===== src/rtl/kms_pkg.sv =====
`default_nettype none
// ----------------------------------------------------------------------------
// kms_pkg
// shared widths, constants and types of the key matrix scan and debounce block
// ----------------------------------------------------------------------------
package kms_pkg;

  localparam int ROW_W    = 5;
  localparam int COL_W    = 8;
  localparam int RELOAD_W = 8;
  localparam int COUNT_W  = 8;
  // sum of up to 32 rows of 8 bits fits in 9 bits
  localparam int SUM_W    = 9;

  localparam logic [RELOAD_W-1:0] RELOAD_AT_RESET = 8'd5;
  localparam logic [COUNT_W-1:0]  COUNT_MAX       = 8'd255;

  typedef logic [COL_W-1:0] row_bits_t;

  // control from the sequencer to the recount unit
  typedef struct packed {
    logic clear;
    logic add;
  } count_ctl_t;

  function automatic logic [3:0] ones_in(input row_bits_t v);
    logic [3:0] c;
    c = 4'd0;
    for (int n = 0; n < COL_W; n++) begin
      c = c + {3'd0, v[n]};
    end
    return c;
  endfunction

endpackage
`default_nettype wire


===== src/rtl/kms_if.sv =====
`default_nettype none
// ----------------------------------------------------------------------------
// kms channel interfaces
// valid/ready channels for scanned rows, results and the reload register
// ----------------------------------------------------------------------------
interface kms_row_if;
  import kms_pkg::*;
  logic                valid;
  logic                ready;
  logic [ROW_W-1:0]    row_index;
  logic [COL_W-1:0]    cols_low;
  logic                pass_end;
  modport source (output valid, row_index, cols_low, pass_end, input ready);
  modport sink   (input valid, row_index, cols_low, pass_end, output ready);
endinterface

interface kms_res_if;
  import kms_pkg::*;
  logic                valid;
  logic                ready;
  logic [COL_W-1:0]    stable_row;
  logic                settled;
  logic [COUNT_W-1:0]  key_count;
  logic                bounce_seen;
  modport source (output valid, stable_row, settled, key_count, bounce_seen,
                  input ready);
  modport sink   (input valid, stable_row, settled, key_count, bounce_seen,
                  output ready);
endinterface

interface kms_cfg_if;
  import kms_pkg::*;
  logic                valid;
  logic                ready;
  logic [RELOAD_W-1:0] debounce_reload;
  modport source (output valid, debounce_reload, input ready);
  modport sink   (input valid, debounce_reload, output ready);
endinterface
`default_nettype wire


===== src/rtl/key_matrix_scan_debounce.sv =====
`default_nettype none
// ----------------------------------------------------------------------------
// key_matrix_scan_debounce
// keyboard matrix scan with one global debounce counter
// ----------------------------------------------------------------------------
// order: an accepted row passes through ST_ROW, then ST_SHOW loads the result
//   register; when the debounce counter expires, ST_SWEEP copies and recounts the raw rows between them
// flow: a new row is taken only in ST_IDLE, once the last result is loaded; the copy and
//   recount sweep one row a cycle through the shared popcount accumulator
// reset: synchronous, clears raw and stable rows and key count, reload and
//   counter return to 5; no clearing pass
module key_matrix_scan_debounce #(
  parameter int ROW_COUNT = 18,
  parameter int COL_COUNT = 8
) (
  input wire       clk,
  input wire       rst,
  kms_row_if.sink  items,
  kms_res_if.source results,
  kms_cfg_if.sink  cfg
);
  import kms_pkg::*;

  localparam int AW = (ROW_COUNT > 1) ? $clog2(ROW_COUNT) : 1;
  localparam logic [COL_W-1:0] COL_MASK =
    (COL_COUNT >= COL_W) ? {COL_W{1'b1}} : COL_W'((1 << COL_COUNT) - 1);
  localparam logic [AW-1:0] LAST_ROW = AW'(ROW_COUNT - 1);

  localparam logic [1:0] ST_IDLE  = 2'd0;
  localparam logic [1:0] ST_ROW   = 2'd1;
  localparam logic [1:0] ST_SWEEP = 2'd2;
  localparam logic [1:0] ST_SHOW  = 2'd3;

  logic [1:0]          state;
  logic [RELOAD_W-1:0] reload;
  logic [RELOAD_W-1:0] left;
  logic [COUNT_W-1:0]  pressed_total;
  row_bits_t           raw_rows    [ROW_COUNT];
  row_bits_t           stable_rows [ROW_COUNT];

  logic [ROW_W-1:0]    row_q;
  row_bits_t           pressed_q;
  logic                pass_end_q;
  logic                bounce_q;
  logic [AW-1:0]       idx;

  logic                out_valid;
  row_bits_t           out_stable;
  logic                out_settled;
  logic [COUNT_W-1:0]  out_count;
  logic                out_bounce;

  logic                row_ok;
  logic [AW-1:0]       raw_addr;
  row_bits_t           raw_rd;
  logic                differ;
  logic [RELOAD_W-1:0] reload_eff;
  logic [RELOAD_W-1:0] left_mid;
  logic                slot_free;
  count_ctl_t          cnt_ctl;
  logic [COUNT_W-1:0]  sat_sum;

  assign items.ready = (state == ST_IDLE);
  assign cfg.ready   = 1'b1;

  assign results.valid       = out_valid;
  assign results.stable_row  = out_stable;
  assign results.settled     = out_settled;
  assign results.key_count   = out_count;
  assign results.bounce_seen = out_bounce;

  assign row_ok     = ({1'b0, row_q} < (ROW_W + 1)'(ROW_COUNT));
  // one read port on the raw rows, shared by the compare and the sweep
  assign raw_addr   = (state == ST_SWEEP) ? idx : row_q[AW-1:0];
  assign raw_rd     = raw_rows[raw_addr];
  assign differ     = row_ok && (raw_rd != pressed_q);
  assign reload_eff = (reload == '0) ? RELOAD_W'(1) : reload;
  assign left_mid   = differ ? reload_eff : left;
  assign slot_free  = !out_valid || results.ready;

  assign cnt_ctl.clear = (state == ST_ROW);
  assign cnt_ctl.add   = (state == ST_SWEEP);

  kms_count_unit u_count (
    .clk      (clk),
    .rst      (rst),
    .ctl      (cnt_ctl),
    .row_bits (raw_rd),
    .sat_sum  (sat_sum)
  );

  always_ff @(posedge clk) begin
    if (rst) begin
      reload <= RELOAD_AT_RESET;
    end else if (cfg.valid) begin
      reload <= cfg.debounce_reload;
    end
  end

  always_ff @(posedge clk) begin
    if (rst) begin
      state         <= ST_IDLE;
      left          <= RELOAD_AT_RESET;
      pressed_total <= '0;
      idx           <= '0;
      for (int r = 0; r < ROW_COUNT; r++) begin
        raw_rows[r]    <= '0;
        stable_rows[r] <= '0;
      end
    end else begin
      unique case (state)
        ST_IDLE: begin
          if (items.valid) begin
            row_q      <= items.row_index;
            pressed_q  <= ~items.cols_low & COL_MASK;
            pass_end_q <= items.pass_end;
            state      <= ST_ROW;
          end
        end
        ST_ROW: begin
          bounce_q <= differ && (left != '0);
          if (differ) begin
            raw_rows[row_q[AW-1:0]] <= pressed_q;
          end
          idx <= '0;
          if (pass_end_q && (left_mid != '0)) begin
            left <= left_mid - RELOAD_W'(1);
            // counter hits zero: copy and recount every row
            state <= (left_mid == RELOAD_W'(1)) ? ST_SWEEP : ST_SHOW;
          end else begin
            left  <= left_mid;
            state <= ST_SHOW;
          end
        end
        ST_SWEEP: begin
          stable_rows[idx] <= raw_rd;
          idx <= idx + AW'(1);
          if (idx == LAST_ROW) begin
            pressed_total <= sat_sum;
            state         <= ST_SHOW;
          end
        end
        ST_SHOW: begin
          if (slot_free) begin
            state <= ST_IDLE;
          end
        end
        default: state <= ST_IDLE;
      endcase
    end
  end

  // result register, free again as soon as the transaction completes
  always_ff @(posedge clk) begin
    if (rst) begin
      out_valid <= 1'b0;
    end else if (state == ST_SHOW && slot_free) begin
      out_valid <= 1'b1;
    end else if (results.ready) begin
      out_valid <= 1'b0;
    end
  end

  always_ff @(posedge clk) begin
    if (state == ST_SHOW && slot_free) begin
      out_stable  <= row_ok ? stable_rows[row_q[AW-1:0]] : '0;
      out_settled <= (left == '0);
      out_count   <= pressed_total;
      out_bounce  <= bounce_q;
    end
  end

  a_accept_to_row: assert property (@(posedge clk) disable iff (rst)
    (items.valid && items.ready) |=> (state == ST_ROW))
    else $error("accepted row did not start processing");

  a_sweep_holds: assert property (@(posedge clk) disable iff (rst)
    (state == ST_SWEEP && idx != LAST_ROW) |=> (state == ST_SWEEP))
    else $error("sweep left before the last row");

  a_show_loads: assert property (@(posedge clk) disable iff (rst)
    (state == ST_SHOW && slot_free) |=> (results.valid && state == ST_IDLE))
    else $error("result not presented after show");

  a_bad_row_zero: assert property (@(posedge clk) disable iff (rst)
    (state == ST_SHOW && slot_free && !row_ok)
      |=> (results.stable_row == '0 && !results.bounce_seen))
    else $error("out of range row produced nonzero fields");

  a_sweep_settles: assert property (@(posedge clk) disable iff (rst)
    (state == ST_SWEEP) |-> (left == '0))
    else $error("sweep running while counter nonzero");

endmodule
`default_nettype wire


===== src/rtl/kms_count_unit.sv =====
`default_nettype none
// ----------------------------------------------------------------------------
// kms_count_unit
// shared popcount accumulator used to recount pressed keys one row a cycle
// ----------------------------------------------------------------------------
module kms_count_unit (
  input  wire                       clk,
  input  wire                       rst,
  input  wire kms_pkg::count_ctl_t  ctl,
  input  wire kms_pkg::row_bits_t   row_bits,
  output logic [kms_pkg::COUNT_W-1:0] sat_sum
);
  import kms_pkg::*;

  logic [SUM_W-1:0] acc;
  logic [SUM_W-1:0] acc_next;

  assign acc_next = acc + {{(SUM_W-4){1'b0}}, ones_in(row_bits)};

  // saturated total including the row presented this cycle
  assign sat_sum = (acc_next > SUM_W'(COUNT_MAX)) ? COUNT_MAX : acc_next[COUNT_W-1:0];

  always_ff @(posedge clk) begin
    if (rst || ctl.clear) begin
      acc <= '0;
    end else if (ctl.add) begin
      acc <= acc_next;
    end
  end

endmodule
`default_nettype wire


===== src/flat_wrapper.sv =====
// flat-port wrapper written by rule: the top's interface ports become plain ports
module key_matrix_scan_debounce_flat import kms_pkg::*;
#(
  parameter int ROW_COUNT = 18,
  parameter int COL_COUNT = 8
)
  (clk, rst, items_valid, items_row_index, items_cols_low, items_pass_end, items_ready, results_valid, results_stable_row, results_settled, results_key_count, results_bounce_seen, results_ready, cfg_valid, cfg_debounce_reload, cfg_ready);
  kms_row_if items_i ();
  kms_res_if results_i ();
  kms_cfg_if cfg_i ();
  input wire clk;
  input wire rst;
  input wire logic [$bits(items_i.valid)-1:0] items_valid;
  input wire logic [$bits(items_i.row_index)-1:0] items_row_index;
  input wire logic [$bits(items_i.cols_low)-1:0] items_cols_low;
  input wire logic [$bits(items_i.pass_end)-1:0] items_pass_end;
  output wire logic [$bits(items_i.ready)-1:0] items_ready;
  output wire logic [$bits(results_i.valid)-1:0] results_valid;
  output wire logic [$bits(results_i.stable_row)-1:0] results_stable_row;
  output wire logic [$bits(results_i.settled)-1:0] results_settled;
  output wire logic [$bits(results_i.key_count)-1:0] results_key_count;
  output wire logic [$bits(results_i.bounce_seen)-1:0] results_bounce_seen;
  input wire logic [$bits(results_i.ready)-1:0] results_ready;
  input wire logic [$bits(cfg_i.valid)-1:0] cfg_valid;
  input wire logic [$bits(cfg_i.debounce_reload)-1:0] cfg_debounce_reload;
  output wire logic [$bits(cfg_i.ready)-1:0] cfg_ready;
  assign items_i.valid = items_valid;
  assign items_i.row_index = items_row_index;
  assign items_i.cols_low = items_cols_low;
  assign items_i.pass_end = items_pass_end;
  assign items_ready = items_i.ready;
  assign results_valid = results_i.valid;
  assign results_stable_row = results_i.stable_row;
  assign results_settled = results_i.settled;
  assign results_key_count = results_i.key_count;
  assign results_bounce_seen = results_i.bounce_seen;
  assign results_i.ready = results_ready;
  assign cfg_i.valid = cfg_valid;
  assign cfg_i.debounce_reload = cfg_debounce_reload;
  assign cfg_ready = cfg_i.ready;
  key_matrix_scan_debounce #(.ROW_COUNT(ROW_COUNT), .COL_COUNT(COL_COUNT)) u_core (.clk(clk), .rst(rst), .items(items_i), .results(results_i), .cfg(cfg_i));
endmodule

===== config.mk =====
export PLATFORM = sky130hd
export DESIGN_NAME = key_matrix_scan_debounce_flat
export DESIGN_NICKNAME = d
export VERILOG_FILES = /design/src/rtl/kms_pkg.sv /design/src/rtl/kms_if.sv /design/src/rtl/key_matrix_scan_debounce.sv /design/src/rtl/kms_count_unit.sv /design/src/flat_wrapper.sv
export SDC_FILE = /design/constraint.sdc
export NUM_CORES = 1
export LEC_CHECK = 0
export BUFFER_PORTS_ARGS = -buffer_cell sky130_fd_sc_hd__buf_4
export CAP_MARGIN = 20
export CORE_MARGIN = 8
export CORE_UTILIZATION = 54
export CTS_BUF_LIST = sky130_fd_sc_hd__clkbuf_8
export DETAILED_ROUTE_END_ITERATION = 7
export PLACE_DENSITY_LB_ADDON = 0.25
export SLEW_MARGIN = 20
export SYNTH_ARGS = -nofsm -noshare
export SYNTH_HDL_FRONTEND = slang
export SYNTH_SLANG_ARGS = --single-unit

===== constraint.sdc =====
create_clock -name clk -period 10.65 [get_ports clk]
set_clock_uncertainty 0.2 [all_clocks]
set_input_delay 3.195 -clock clk [delete_from_list [all_inputs] [get_ports clk]]
set_output_delay 3.195 -clock clk [all_outputs]
set_load 0.005 [all_outputs]

Word-level counts from Yosys, hierarchy flattened:

Memories as Yosys holds them, arrays and structs flattened. A register that Yosys moved wholly into a read port is not among the register bits.
Index checks and enable logic that the tools add are counted.

* bits in registers: 66
* RAM bits: 288
* bits of input ports: 27
* output and inout bits: 21
* logic and storage cells: 89
* memories kept: 2

Memories
* u_core.raw_rows: depth 18, width 8, read ports 1, clocked after Yosys merged registers in 0, write ports 18, line key_matrix_scan_debounce.sv:38 `row_bits_t raw_rows [ROW_COUNT];`
* u_core.stable_rows: depth 18, width 8, read ports 1, clocked after Yosys merged registers in 1, write ports 18, line key_matrix_scan_debounce.sv:39 `row_bits_t stable_rows [ROW_COUNT];`

* add/subtract/negate cells: 10
* magnitude comparators: 2
* eq/ne operators: 9
* multiplexer cells: 29
* bitwise operators: 2
* reductions and logical operators: 21

Operators by type and width (number)
* 2-to-1 mux 8 bit: 6
* adder 4 x 1 -> 4 bit: 4
* logical NOT 8 bit: 2
* nonzero test 8 bit: 2
* OR reduction 8 bit: 2
* 2-to-1 mux 5 bit: 3
* 2-to-1 mux 1 bit: 14
* case mux 5 bit (2 select lines): 1
* adder 9 x 4 -> 9 bit: 1
* greater-than comparator 9 x 8 -> 1 bit, second input constant: 1
* equality test 8 x 1 -> 1 bit, second input constant: 1
* 2-to-1 mux 2 bit: 4
* inequality test 8 bit: 1
* inverter 8 bit: 1
* case mux 2 bit (4 select lines): 1
* subtractor 8 x 1 -> 8 bit, second input constant: 1
* AND reduction 3 bit: 2
* adder 5 x 1 -> 5 bit, second input constant: 1
* equality test 5 bit, second input constant: 1
* < comparator 5 bit, second input constant: 1
* adder 3 x 1 -> 4 bit: 1
* equality test 2 bit, second input constant: 2
* logical AND 1 bit: 4
* inequality test 2 bit, second input constant: 2
* other kinds (10): 14

Depth between registers and ports, before layout:

Gate-level depths: netlist of the first run.
An unclocked memory read counts as a cell.

* depth after elaboration: 13
* depth in mapped cells: 27
* gate-level depth less buffers: 22

Cells and area by module:

Synthesis of the first run repeated with hierarchy kept, for this count alone.

* cell total of the unflattened synthesis: 1844
* area total of the unflattened synthesis: 22054.9 µm²

Modules (own cells, without submodules)
* key_matrix_scan_debounce: instances 1, cells each 1749, area each 21276.7 µm², seq. area each 13643.1 µm²
* kms_count_unit: instances 1, cells each 95, area each 778.2 µm², seq. area each 180.2 µm²

Least setup slack after synthesis of the first run:

Ideal clock, no wire load.

* path type: reg-to-reg
* from: register u_core.state[0]
* to: register u_core.pressed_total[3]
* library setup time: 0.134 ns
* arrival time: 6.134 ns
* required time: 10.316 ns
* slack: 4.183 ns
* cell stages (with the launch flop): 24
* buffers on the path: 2
* period minus slack after synthesis: 6.467 ns
* cell sequence: dfxtp_1 > inv_1 > ha_1 > buf_4 > mux2i_4 > mux4_2 > and3_1 > a21o_1 > or4_4 > nor2_4 > fa_1 > fa_1 > fa_1 > inv_1 > fa_1 > fa_1 > a21o_1 > a21oi_1 > nor2_1 > nand3_1 > xor2_1 > and2_1 > clkbuf_1 > a211oi_1

* cells in the longest elaborated chain, start to end: 13
* elaborated cells between the ends (all ways): 14
* those cells by class: 8 x add/sub; 1 x order compare; 1 x eq/ne; 2 x mux; 1 x reduce/logical; 1 x memory

RTL lines
* start, declared: line key_matrix_scan_debounce.sv:34 `logic [1:0] state;`
* start signal, assigned: line key_matrix_scan_debounce.sv:129 `state <= (left_mid == RELOAD_W'(1)) ? ST_SWEEP : ST_SHOW;`
* equality test 2 bit (*): line key_matrix_scan_debounce.sv:74, key_matrix_scan_debounce.sv:111
* 2-to-1 mux 5 bit: line key_matrix_scan_debounce.sv:74 `assign raw_addr = (state == ST_SWEEP) ? idx : row_q[AW-1:0];`
* memory read (18 x 8 bit)
* adder 1 x 1 -> 2 bit: line kms_pkg.sv:30 `c = c + {3'd0, v[n]};`
* adder 2 x 1 -> 3 bit: line kms_pkg.sv:30
* adder 3 x 1 -> 4 bit: line kms_pkg.sv:30
* adder 4 x 1 -> 4 bit (4 in series): line kms_pkg.sv:30
* adder 9 x 4 -> 9 bit: line kms_count_unit.sv:18 `assign acc_next = acc + {{(SUM_W-4){1'b0}}, ones_in(row_bits)};`
* greater-than comparator 9 x 8 -> 1 bit: line kms_count_unit.sv:21 `assign sat_sum = (acc_next > SUM_W'(COUNT_MAX)) ? COUNT_MAX : acc_next[COUNT_W-1:0];`
* 2-to-1 mux 8 bit: line kms_count_unit.sv:21
* end signal, assigned: line key_matrix_scan_debounce.sv:139 `pressed_total <= sat_sum;`
* end, declared: line key_matrix_scan_debounce.sv:37 `logic [COUNT_W-1:0] pressed_total;`

Mark *: on every way between the ends. The rest lies on a longest branch, timed or not.
A chain may end at the register's enable or synchronous reset.

Final worst setup path of the first run:

* from: register u_core.state[0]
* to: register u_core.pressed_total[6]

Same word-level chain as after synthesis.

==> results of run 1 <==
[routing by layer]
layer  up-vias  part of all wire  global-route usage  routed length (µm)
met5         -           0.00019                   0                  11
met4         2             0.035              0.0972                2040
met3       172              0.12              0.0662                6690
met2       888              0.45               0.367               25800
met1      7495              0.40               0.329               23000
li1       6824                 -                   -                   -
[registers in the layout, summed over array words and instances (netlist names), 2 cells and up]
| name | flops |
|---|---|
| u_core.results.stable_row | 8 |
| u_core.raw_rows | 256 |
| u_core.left | 8 |
| u_core.state | 2 |
| u_core.pressed_total | 8 |
| u_core.idx | 5 |
| u_core.u_count.acc | 9 |
| u_core.pressed_q | 8 |
| u_core.reload | 8 |
| u_core.row_q | 5 |
| u_core.results.key_count | 8 |
| u_core.stable_rows | 144 |
[cell families (layout without fill, tap and decap cells)]
kind of cell	Yosys count	after routing
and+or+nand+nor	712	712
DFF	474	474
AOI/OAI and AO/OA	313	313
buffers and inverters	174	259
muxes	103	103
xor gates and xnor gates	23	23
adders and majority gates	20	20
other	2	113
[power groups by stage]
| stage | combinational [mW] | clock [mW] | sequential (mW) |
|---|---|---|---|
| after global placement | 1.37 | 0 | 2.27 |
| after CTS | 1.41 | 1.49 | 2.24 |
| after detailed placement | 1.40 | 0 | 2.27 |
| final | 1.43 | 1.48 | 2.24 |
| after global routing | 1.56 | 1.58 | 2.25 |
| after floorplan | 0.981 | 0 | 2.24 |
[through the flow]
stage / utilization / area (µm²) / instances / hold slack (ps)
3_5_place_dp: 0.577 / 23000 / 2411 / 219
5_1_grt: 0.612 / 24400 / 2542 / 242
3_3_place_gp: 0.577 / 23000 / 2411 / 218
4_1_cts: 0.611 / 24300 / 2542 / 230
6_report: 0.612 / 24400 / 2542 / 229
2_1_floorplan: - / 22200 / 1932 / 200
[critical path: stages (launching register included)]
cell	delay, ps
dfxtp_1	360
inv_1	110
ha_2	520
buf_4	470
mux2i_4	310
buf_4	400
mux4_2	550
and3_1	190
a21o_1	180
or4_4	560
nor2_4	120
fa_1	430
fa_1	490
fa_1	500
inv_1	50
fa_1	410
fa_1	480
a21o_1	180
a21oi_1	270
nor2_1	170
nand3_1	130
xor2_1	130
and2_1	290
a211oi_1	120
[layout make-up]
class | instances | area share
clock inverter | 49 | 0.0107
multi-input combinational | 1284 | 0.318
inverter | 58 | 0.00894
sequential | 474 | 0.568
clock buffer | 82 | 0.0463
tap | 525 | 0.0270
timing repair buffer | 70 | 0.0216
[placed cells by master (no fill, tap or decap), types with 9 or more instances in the layout]
cell / count
edfxtp_1: 433
nor2_1: 315
nand2_1: 203
conb_1: 113
inv_1: 83
clkbuf_8: 82
buf_4: 70
a21oi_1: 69
o21ai_0: 58
mux2i_1: 51
nor2b_1: 49
mux4_2: 47
a22oi_1: 40
dfxtp_1: 40
o22ai_1: 39
a211oi_1: 27
and2_1: 27
nor3_1: 27
nand2b_1: 23
nand3_1: 20
xor2_1: 15
ha_1: 14
clkinv_1: 14
o221ai_1: 12
and3_1: 9
a31oi_1: 9
[worst min-delay path by stage]
stage	start	endpoint	slack, ps	depth (start not counted)
floorplan	u_core.bounce_q	u_core.results.bounce_seen	200	0
global placement	u_core.pressed_total[7]	u_core.results.key_count[7]	220	0
detailed placement	u_core.bounce_q	u_core.results.bounce_seen	220	0
CTS	u_core.bounce_q	u_core.results.bounce_seen	230	0
global route	u_core.bounce_q	u_core.results.bounce_seen	240	0
finish	u_core.bounce_q	u_core.results.bounce_seen	230	0
==> flow_summary.yaml, run 1 <==
outcome:
  status: "finished, final reports clean"
clocking:
  cts_sinks: 474
  h-tree-depth: 3
  cts_tree: "built"
  insertion_delay_ps: 640
  numCtsBuffers: 79
  clk_pin_slew_worst_paths_ps: 60
  cts_resized: 0
  postCtsHoldBufs: 0
  clk_path_buf_depth: 3
  clockRootBuffer: "clkbuf_8"
  post_cts_buffers: 0
floorplanning:
  start_util: 0.548
  die_x_um: 217
  rows: 73
  core_mm2: 0.0398
  die-area_mm2: 0.0471
  die_h_um: 217
  io_pins: 48
layout:
  multi_input_area_mm2: 0.00774
  register_area_mm2: 0.0138
  area_growth_pct: 11.7
  fill_cells: 3222
  antenna_cells: 0
  nNetsFinal: 2014
  drive_gt1_frac: 0.114
global_routing:
  grt_pass1_wl_mm: 88.1
  grt_pass1_vias: 15011
  grt_use_total: 0.242
  grt_max_degree: 76
  overflow: 0
  grt_antenna_before_repair: 1
synth:
  synth_seq_cells: 474
  synth_top_family_by_area: "simple AND/OR/NAND/NOR gates"
  yosysTopAreaCellShare: 0.596
  synth_area_mm2: 0.0218
  yosys-top-cells-area: "edfxtp_1 60%, nor2_1 5.4%, mux4_2 4.9%, dfxtp_1 3.8%, nand2_1 3.5%"
  ys_warn_count: 0
  synth_edf_count: 433
  ys_seq_area_frac: 0.634
  synthDistinctLibCells: 66
  synth_xor_area_frac: 0.00923
  ys_top_cells_by_count: "433 x edfxtp_1, 315 x nor2_1, 203 x nand2_1, 79 x clkbuf_1, 69 x a21oi_1"
  synth_compound_area_frac: 0.0930
  synthMuxAreaShare: 0.0751
  synthSimpleGateAreaFrac: 0.143
  synth_fa_ha_area_frac: 0.0132
  yosys_most_used_dff: "edfxtp_1"
  syn_inst: 1821
  synth.most_common_cell: "edfxtp_1"
  syn_avg_cell_area_um2: 12.0
  synth_top_area_cell: "edfxtp_1"
  postSynth.asyncResetShare: 0
route:
  routed_wl_mm: 57.6
  wl_per_cell_um: 22.6
  drc: 0
  dr.first_iter.drc_count: 1967
  vias_per_cell: 6.05
  drtPass1Iterations: 6
  drtAntennaViolNets: 0
  vias: 15381
critical_path:
  startpoint_type: "register"
  r2r-start: "u_core.state[0]"
  critPathLaunch: "u_core.state[0]"
  cp.arrival_ps: 8070
  endpoint_kind: "register"
  ff2ff_path_depth: 23
  path_class: "register to register"
  r2r_end: "u_core.pressed_total[6]"
  crit_end: "u_core.pressed_total[6]"
  path_max_fanout: 38
  cp_data_required_time_ps: 10930
  r2r_setup_slack_ps: 2860
power_and_ir_drop:
  internal_power_mw: 3.44
  power_leakage_nw: 8.92
  power.total_mw: 5.15
  clockPowerShare: 0.287
  switchingPower_mw: 1.71
  p_seq_frac: 0.435
  ir_drop_mv: 0.235
  powerDensity_mw_per_mm2: 211
  swShare: 0.333
  power_frac_comb: 0.279
timing:
  postLayoutSetupSlackWorst_ps: 2860
  worst_pin_slew_ps: 1070
  fin_tns_setup_ps: 0
  post-route-period-util: 0.732
  drv_slew: 0
  min_period_ps: 7790
  fmax_ghz: 0.128
  maxSlewHeadroom: 0.270
  rsz0062_at_grt: "no"
  finalSetupViolations: 0
  finalHoldViolations: 0
worst_hold_path:
  hold_path.class: "register to register"
place:
  io_buffers: 46
  place_congestion: 0.939
  pre_cts_slack_ps: 2890
  hpwl_mm: 38.5
job:
  maxCapViolations: 0
(Power assumes the default switching activity.)
==> run 2, diff against run 1 <==
Settings changed: ABC_AREA set to 1.
Clock period 10.65 ns to 6.6 ns, I/O delays scaled along.
==> flow_summary.yaml, run 2 <==
route:
  vias_per_cell: 5.67
  vias: 16630
  drtPass1Iterations: 5
  dr.first_iter.drc_count: 2155
  routed_wl_mm: 57.4
  drc: 0
  wl_per_cell_um: 19.6
  drtAntennaViolNets: 0
place:
  io_buffers: 46
  hpwl_mm: 36.5
  place_congestion: 0.909
timing:
  min_period_ps: 6140
  rsz0062_at_grt: "no"
  fmax_ghz: 0.163
  finalHoldViolations: 0
  finalSetupViolations: 0
  post-route-period-util: 0.930
  worst_pin_slew_ps: 866
  drv_slew: 0
  fin_tns_setup_ps: 0
  maxSlewHeadroom: 0.422
floorplanning:
  core_mm2: 0.0406
  rows: 74
  die_x_um: 218
  start_util: 0.543
  io_pins: 48
  die-area_mm2: 0.0475
  die_h_um: 218
power_and_ir_drop:
  switchingPower_mw: 3.16
  swShare: 0.358
  power.total_mw: 8.82
  ir_drop_mv: 0.286
  p_seq_frac: 0.413
  clockPowerShare: 0.271
  powerDensity_mw_per_mm2: 355
  power_leakage_nw: 9.67
  internal_power_mw: 5.66
  power_frac_comb: 0.316
synth:
  synthDistinctLibCells: 48
  yosysTopAreaCellShare: 0.604
  yosys-top-cells-area: "edfxtp_1 60%, nor2_1 6.8%, nand2_1 6.7%, nand3_1 6.4%, dfxtp_1 3.7%"
  syn_avg_cell_area_um2: 10.1
  synth_edf_count: 443
  postSynth.asyncResetShare: 0
  syn_inst: 2173
  synth_seq_cells: 484
  synth_area_mm2: 0.0220
  ys_top_cells_by_count: "443 x edfxtp_1, 397 x nor2_1, 394 x nand2_1, 281 x nand3_1, 141 x inv_1"
  ys_warn_count: 0
  synth_top_area_cell: "edfxtp_1"
  yosys_most_used_dff: "edfxtp_1"
  ys_seq_area_frac: 0.641
  synth.most_common_cell: "edfxtp_1"
layout:
  nNetsFinal: 2391
  top_register: "u_core.raw_rows"
  antenna_cells: 0
  area_growth_pct: 12.6
  drive_gt1_frac: 0.111
  final_common_cell: "edfxtp_1"
  top_regs: "u_core.raw_rows: 256 flops, u_core.stable_rows: 154 flops, u_core.u_count.acc: 9 flops"
  largest_reg_flops: 256
  final_cell_mix: "443 x edfxtp_1, 397 x nor2_1, 393 x nand2_1"
  fill_cells: 3403
critical_path:
  startpoint_type: "register"
  path_max_fanout: 9
  ff2ff_path_depth: 28
  crit_slowest_cell: "fa_1"
  cp_data_required_time_ps: 6970
  r2r_end: "u_core.pressed_total[0]"
  crit_path_max_incr_delay_ps: 560
  endpoint_kind: "register"
  path_class: "register to register"
  r2r_setup_slack_ps: 460
  r2r-start: "u_core.state[0]"
  cp.arrival_ps: 6500
clocking:
  clk_pin_slew_worst_paths_ps: 60
  cts_sinks: 484
  cts_tree: "built"
  clockRootBuffer: "clkbuf_8"
  numCtsBuffers: 80
  insertion_delay_ps: 640
  clk_path_buf_depth: 3
  h-tree-depth: 3
global_routing:
  grt_antenna_before_repair: 0
  grt_use_total: 0.237
  grt_pass1_wl_mm: 88.2
  overflow: 0
  grt_pass1_vias: 16082
  grt_max_degree: 89
worst_hold_path:
  holdCritStartpoint: "u_core.bounce_q"
  holdPathStages: 0
  min_to: "u_core.results.bounce_seen"
  hold_path.class: "register to register"
outcome:
  status: "finished, final reports clean"
job:
  maxCapViolations: 0
## run 2: cell types whose count changed in the layout (fill, tap and decap cells not counted), sizes merged, moves of 50 or more
cell,delta
inv,+96
mux2i,-53
nand2,+220
nand3,+262
nor2,+97
nor2b,-50
## run 2: timing repair
item,in CTS,in global routing
hold endpoints to repair,0,0
buffers inserted,0,7
gates resized for setup,0,14
setup endpoints to repair,0,9
hold buffers,0,0
## run 2: layout make-up
| type | instances | area (µm²) | share of cell area |
|---|---|---|---|
| clock buffer | 84 | 1160 | 0.0466 |
| multi-input combinational | 1521 | 7190 | 0.290 |
| inverter | 165 | 627 | 0.0253 |
| timing repair buffer | 92 | 786 | 0.0317 |
| tap | 532 | 666 | 0.0268 |
| sequential | 484 | 14100 | 0.569 |
| clock inverter | 56 | 260 | 0.0105 |
## run 2: logic make-up (layout without fill, tap and decap cells)
| group | count (synthesis) | count (layout) | share of synthesized area |
|---|---|---|---|
| AOI/OAI and AO/OA | 210 | 213 | 0.0589 |
| xor gates and xnor gates | 5 | 5 | 0.00199 |
| adders and majority gates | 20 | 20 | 0.0131 |
| buffers and inverters | 282 | 397 | 0.0544 |
| DFF | 484 | 484 | 0.641 |
| other | 2 | 113 | 0.000341 |
| and+or+nand+nor | 1170 | 1170 | 0.230 |
## run 2: critical path, delay by kind of cell (launching register included)
| family | cells | cell delay, ps |
|---|---|---|
| simple gates | 10 | 1040 |
| compound gates | 4 | 750 |
| buf+inv | 7 | 870 |
| fa+ha+maj | 6 | 2620 |
| xor+xnor | 1 | 270 |
| flops | 1 | 340 |
## run 2: through the flow
stage,utilization,instances,setup WS (ps),hold WS (ps),instance area [µm²]
3_3_place_gp,0.572,2783,210,206,23200
3_5_place_dp,0.572,2783,48.5,207,23200
4_1_cts,0.607,2923,30.4,221,24600
5_1_grt,0.612,2934,85.4,230,24800
6_report,0.612,2934,462,220,24800
2_1_floorplan,-,2284,1040,200,22500
## run 2: routing by layer
metal,routed length (µm),global-route usage,vias up
met5,0,0,-
met4,2070,0.103,0
met3,5580,0.0479,144
met2,27300,0.381,880
met1,22500,0.309,7925
li1,-,-,7681
## run 2: power groups by stage
stage	Combinational, mW	Clock (mW)	Sequential (mW)
6_report	2.78	2.39	3.64
5_1_grt	3.05	2.55	3.66
4_1_cts	2.65	2.42	3.64
3_5_place_dp	2.63	0	3.70
3_3_place_gp	2.60	0	3.70
2_1_floorplan	1.82	0	3.68
## run 2: how the worst max path moves through the flow
stage,slack [ps],from,endpoint
2_1_floorplan,1040,u_core.state[0],u_core.pressed_total[7]
3_3_place_gp,210,u_core.state[0],u_core.pressed_total[7]
3_5_place_dp,50,u_core.state[0],u_core.pressed_total[7]
4_1_cts,30,u_core.state[0],u_core.pressed_total[7]
5_1_grt,90,u_core.state[0],u_core.pressed_total[0]
6_report,460,u_core.state[0],u_core.pressed_total[0]
==> run 3, diff against run 2 <==
Settings changed: ABC_AREA 1 to not set.
==> flow_summary.yaml, run 3 (synthesis gave the netlist of run 1 again) <==
worst_hold_path:
  min_to: "u_core.results.bounce_seen"
  holdCritStartpoint: "u_core.bounce_q"
  hold_path.class: "register to register"
  holdPathStages: 0
clocking:
  clk_pin_slew_worst_paths_ps: 60
  h-tree-depth: 3
  cts_tree: "built"
  cts_sinks: 474
  clockRootBuffer: "clkbuf_8"
  numCtsBuffers: 78
  insertion_delay_ps: 640
  clk_path_buf_depth: 3
timing:
  maxSlewHeadroom: 0.277
  post-route-period-util: 0.969
  postLayoutSetupSlackWorst_ps: 204
  drv_slew: 0
  finalSetupViolations: 0
  min_period_ps: 6400
  fin_tns_setup_ps: 0
  finalHoldViolations: 0
  worst_pin_slew_ps: 1080
  fmax_ghz: 0.156
layout:
  nNetsFinal: 2076
  drive_gt1_frac: 0.142
  top_register: "u_core.raw_rows"
  fill_cells: 3134
  top_regs: "u_core.raw_rows: 256 flops, u_core.stable_rows: 144 flops, u_core.u_count.acc: 9 flops"
  stdcell_count: 2616
  antenna_cells: 0
  final_cell_mix: "433 x edfxtp_1, 315 x nor2_1, 203 x nand2_1"
  largest_reg_flops: 256
  post-route-util: 0.627
  final_common_cell: "edfxtp_1"
  area_growth_pct: 14.4
place:
  place_congestion: 0.971
  hpwl_mm: 40.2
  post-place-cells: 2472
  pre_cts_slack_ps: 203
  io_buffers: 46
route:
  vias_per_cell: 5.98
  vias: 15645
  wl_per_cell_um: 22.5
  drc: 0
  dr.first_iter.drc_count: 2026
  drtPass1Iterations: 6
  drtAntennaViolNets: 0
  routed_wl_mm: 58.8
global_routing:
  grt_use_met1: 0.339
  busiest_layer: "met2"
  gr-usage-met2: 0.377
  grt_antenna_before_repair: 0
  grt_util_met3: 0.0596
  grt_use_total: 0.248
  overflow: 0
  grt_pass1_vias: 15299
  grt_pass1_wl_mm: 89.9
  grt_max_degree: 76
power_and_ir_drop:
  power_leakage_nw: 9.28
  powerDensity_mw_per_mm2: 341
  power.total_mw: 8.53
  ir_drop_mv: 0.308
outcome:
  status: "finished, final reports clean"
job:
  maxCapViolations: 0
floorplanning:
  start_util: 0.548
  die-area_mm2: 0.0471
  rows: 73
  core_mm2: 0.0398
  io_pins: 48
  die_h_um: 217
  die_x_um: 217
critical_path:
  path_class: "register to register"
  path_max_fanout: 8
  crit_slowest_cell: "or4_4"
  path_common_cell: "fa_1"
  ff2ff_path_depth: 20
  r2r_end: "u_core.pressed_total[2]"
  startpoint_type: "register"
  r2r-start: "u_core.state[1]"
  cp_data_required_time_ps: 6930
  r2r_setup_slack_ps: 200
  cp.arrival_ps: 6730
  endpoint_kind: "register"
  critical_path.cell_chain: "ha_4, mux2i_4, buf_4, mux4_2, a21o_1, or4_4, nor2_4, fa_1, fa_1, fa_1, inv_1, fa_1, fa_1, a21o_1, a21oi_1, nor2_1, nand3_1, xor2_1, and2_2, a211oi_1"
  crit_path_max_incr_delay_ps: 560
==> run 3: cell types whose count changed in the layout (fill, tap and decap cells not counted), moves of 26 or more <==
cell | before | now
mux2i_1 | 0 | 51
a22oi_1 | 1 | 40
nor2b_1 | 0 | 49
o22ai_1 | 10 | 38
nand3_1 | 281 | 20
nor2_1 | 397 | 315
a21oi_1 | 33 | 69
inv_1 | 167 | 82
mux4_2 | 0 | 47
nand2_1 | 393 | 203
o21ai_0 | 91 | 62
buf_4 | 84 | 127
and2_1 | 0 | 26
==> run 3: per-layer routing <==
layer	part of all wire	wire length (µm)
met2	0.46	26800
met1	0.39	23200
met3	0.11	6570
met5	0	0
met4	0.038	2230
==> run 3: what timing repair did <==
| action | CTS | global route |
|---|---|---|
| resized for setup | 0 | 3 |
| buffers inserted | 0 | 1 |
| setup endpoints to repair | 0 | 8 |
| hold buffers | 0 | 0 |
==> run 3: layout make-up <==
class | count | area [µm²] | area share
Sequential cell | 474 | 13800 | 0.554
Multi-Input combinational cell | 1284 | 7750 | 0.310
Timing Repair Buffer | 133 | 1080 | 0.0432
Clock buffer | 78 | 1070 | 0.0430
Tap cell | 525 | 657 | 0.0263
Clock inverter | 64 | 362 | 0.0145
Inverter | 58 | 218 | 0.00872
==> run 3: worst max path at each step <==
stage	startpoint	endpoint	slack, ps	cells after the start
2_1_floorplan	u_core.state[0]	u_core.pressed_total[3]	130	23
3_3_place_gp	u_core.state[0]	u_core.pressed_total[3]	280	22
3_5_place_dp	u_core.state[1]	u_core.pressed_total[3]	200	21
4_1_cts	u_core.state[1]	u_core.pressed_total[1]	160	21
5_1_grt	u_core.state[0]	u_core.pressed_total[4]	-0.5	21
6_report	u_core.state[1]	u_core.pressed_total[2]	200	20
==> run 3: power breakdown <==
part           leakage [nW]  internal [mW]  switching (mW)
logic                  3.69          0.956            1.55
clock network         0.820           1.23            1.18
registers              4.77           3.50           0.113
total                  9.28           5.68            2.84
==> run 3: through the flow <==
stage	hold slack [ps]	instance area, µm²
2_1_floorplan	200	22200
3_3_place_gp	219	23500
3_5_place_dp	212	23500
4_1_cts	225	24900
5_1_grt	232	25000
6_report	219	25000
==> run 3: worst max-delay path, delay by kind of cell, from the launching register on <==
kind / cells / cell delay [ps]
buffers and inverters: 2 / 280
AND/OR/NAND/NOR: 5 / 1120
multiplexers: 2 / 840
flip-flops: 1 / 420
AO/OA/AOI/OAI: 4 / 820
XOR/XNOR: 1 / 60
adder cells (fa/ha/maj): 6 / 2570
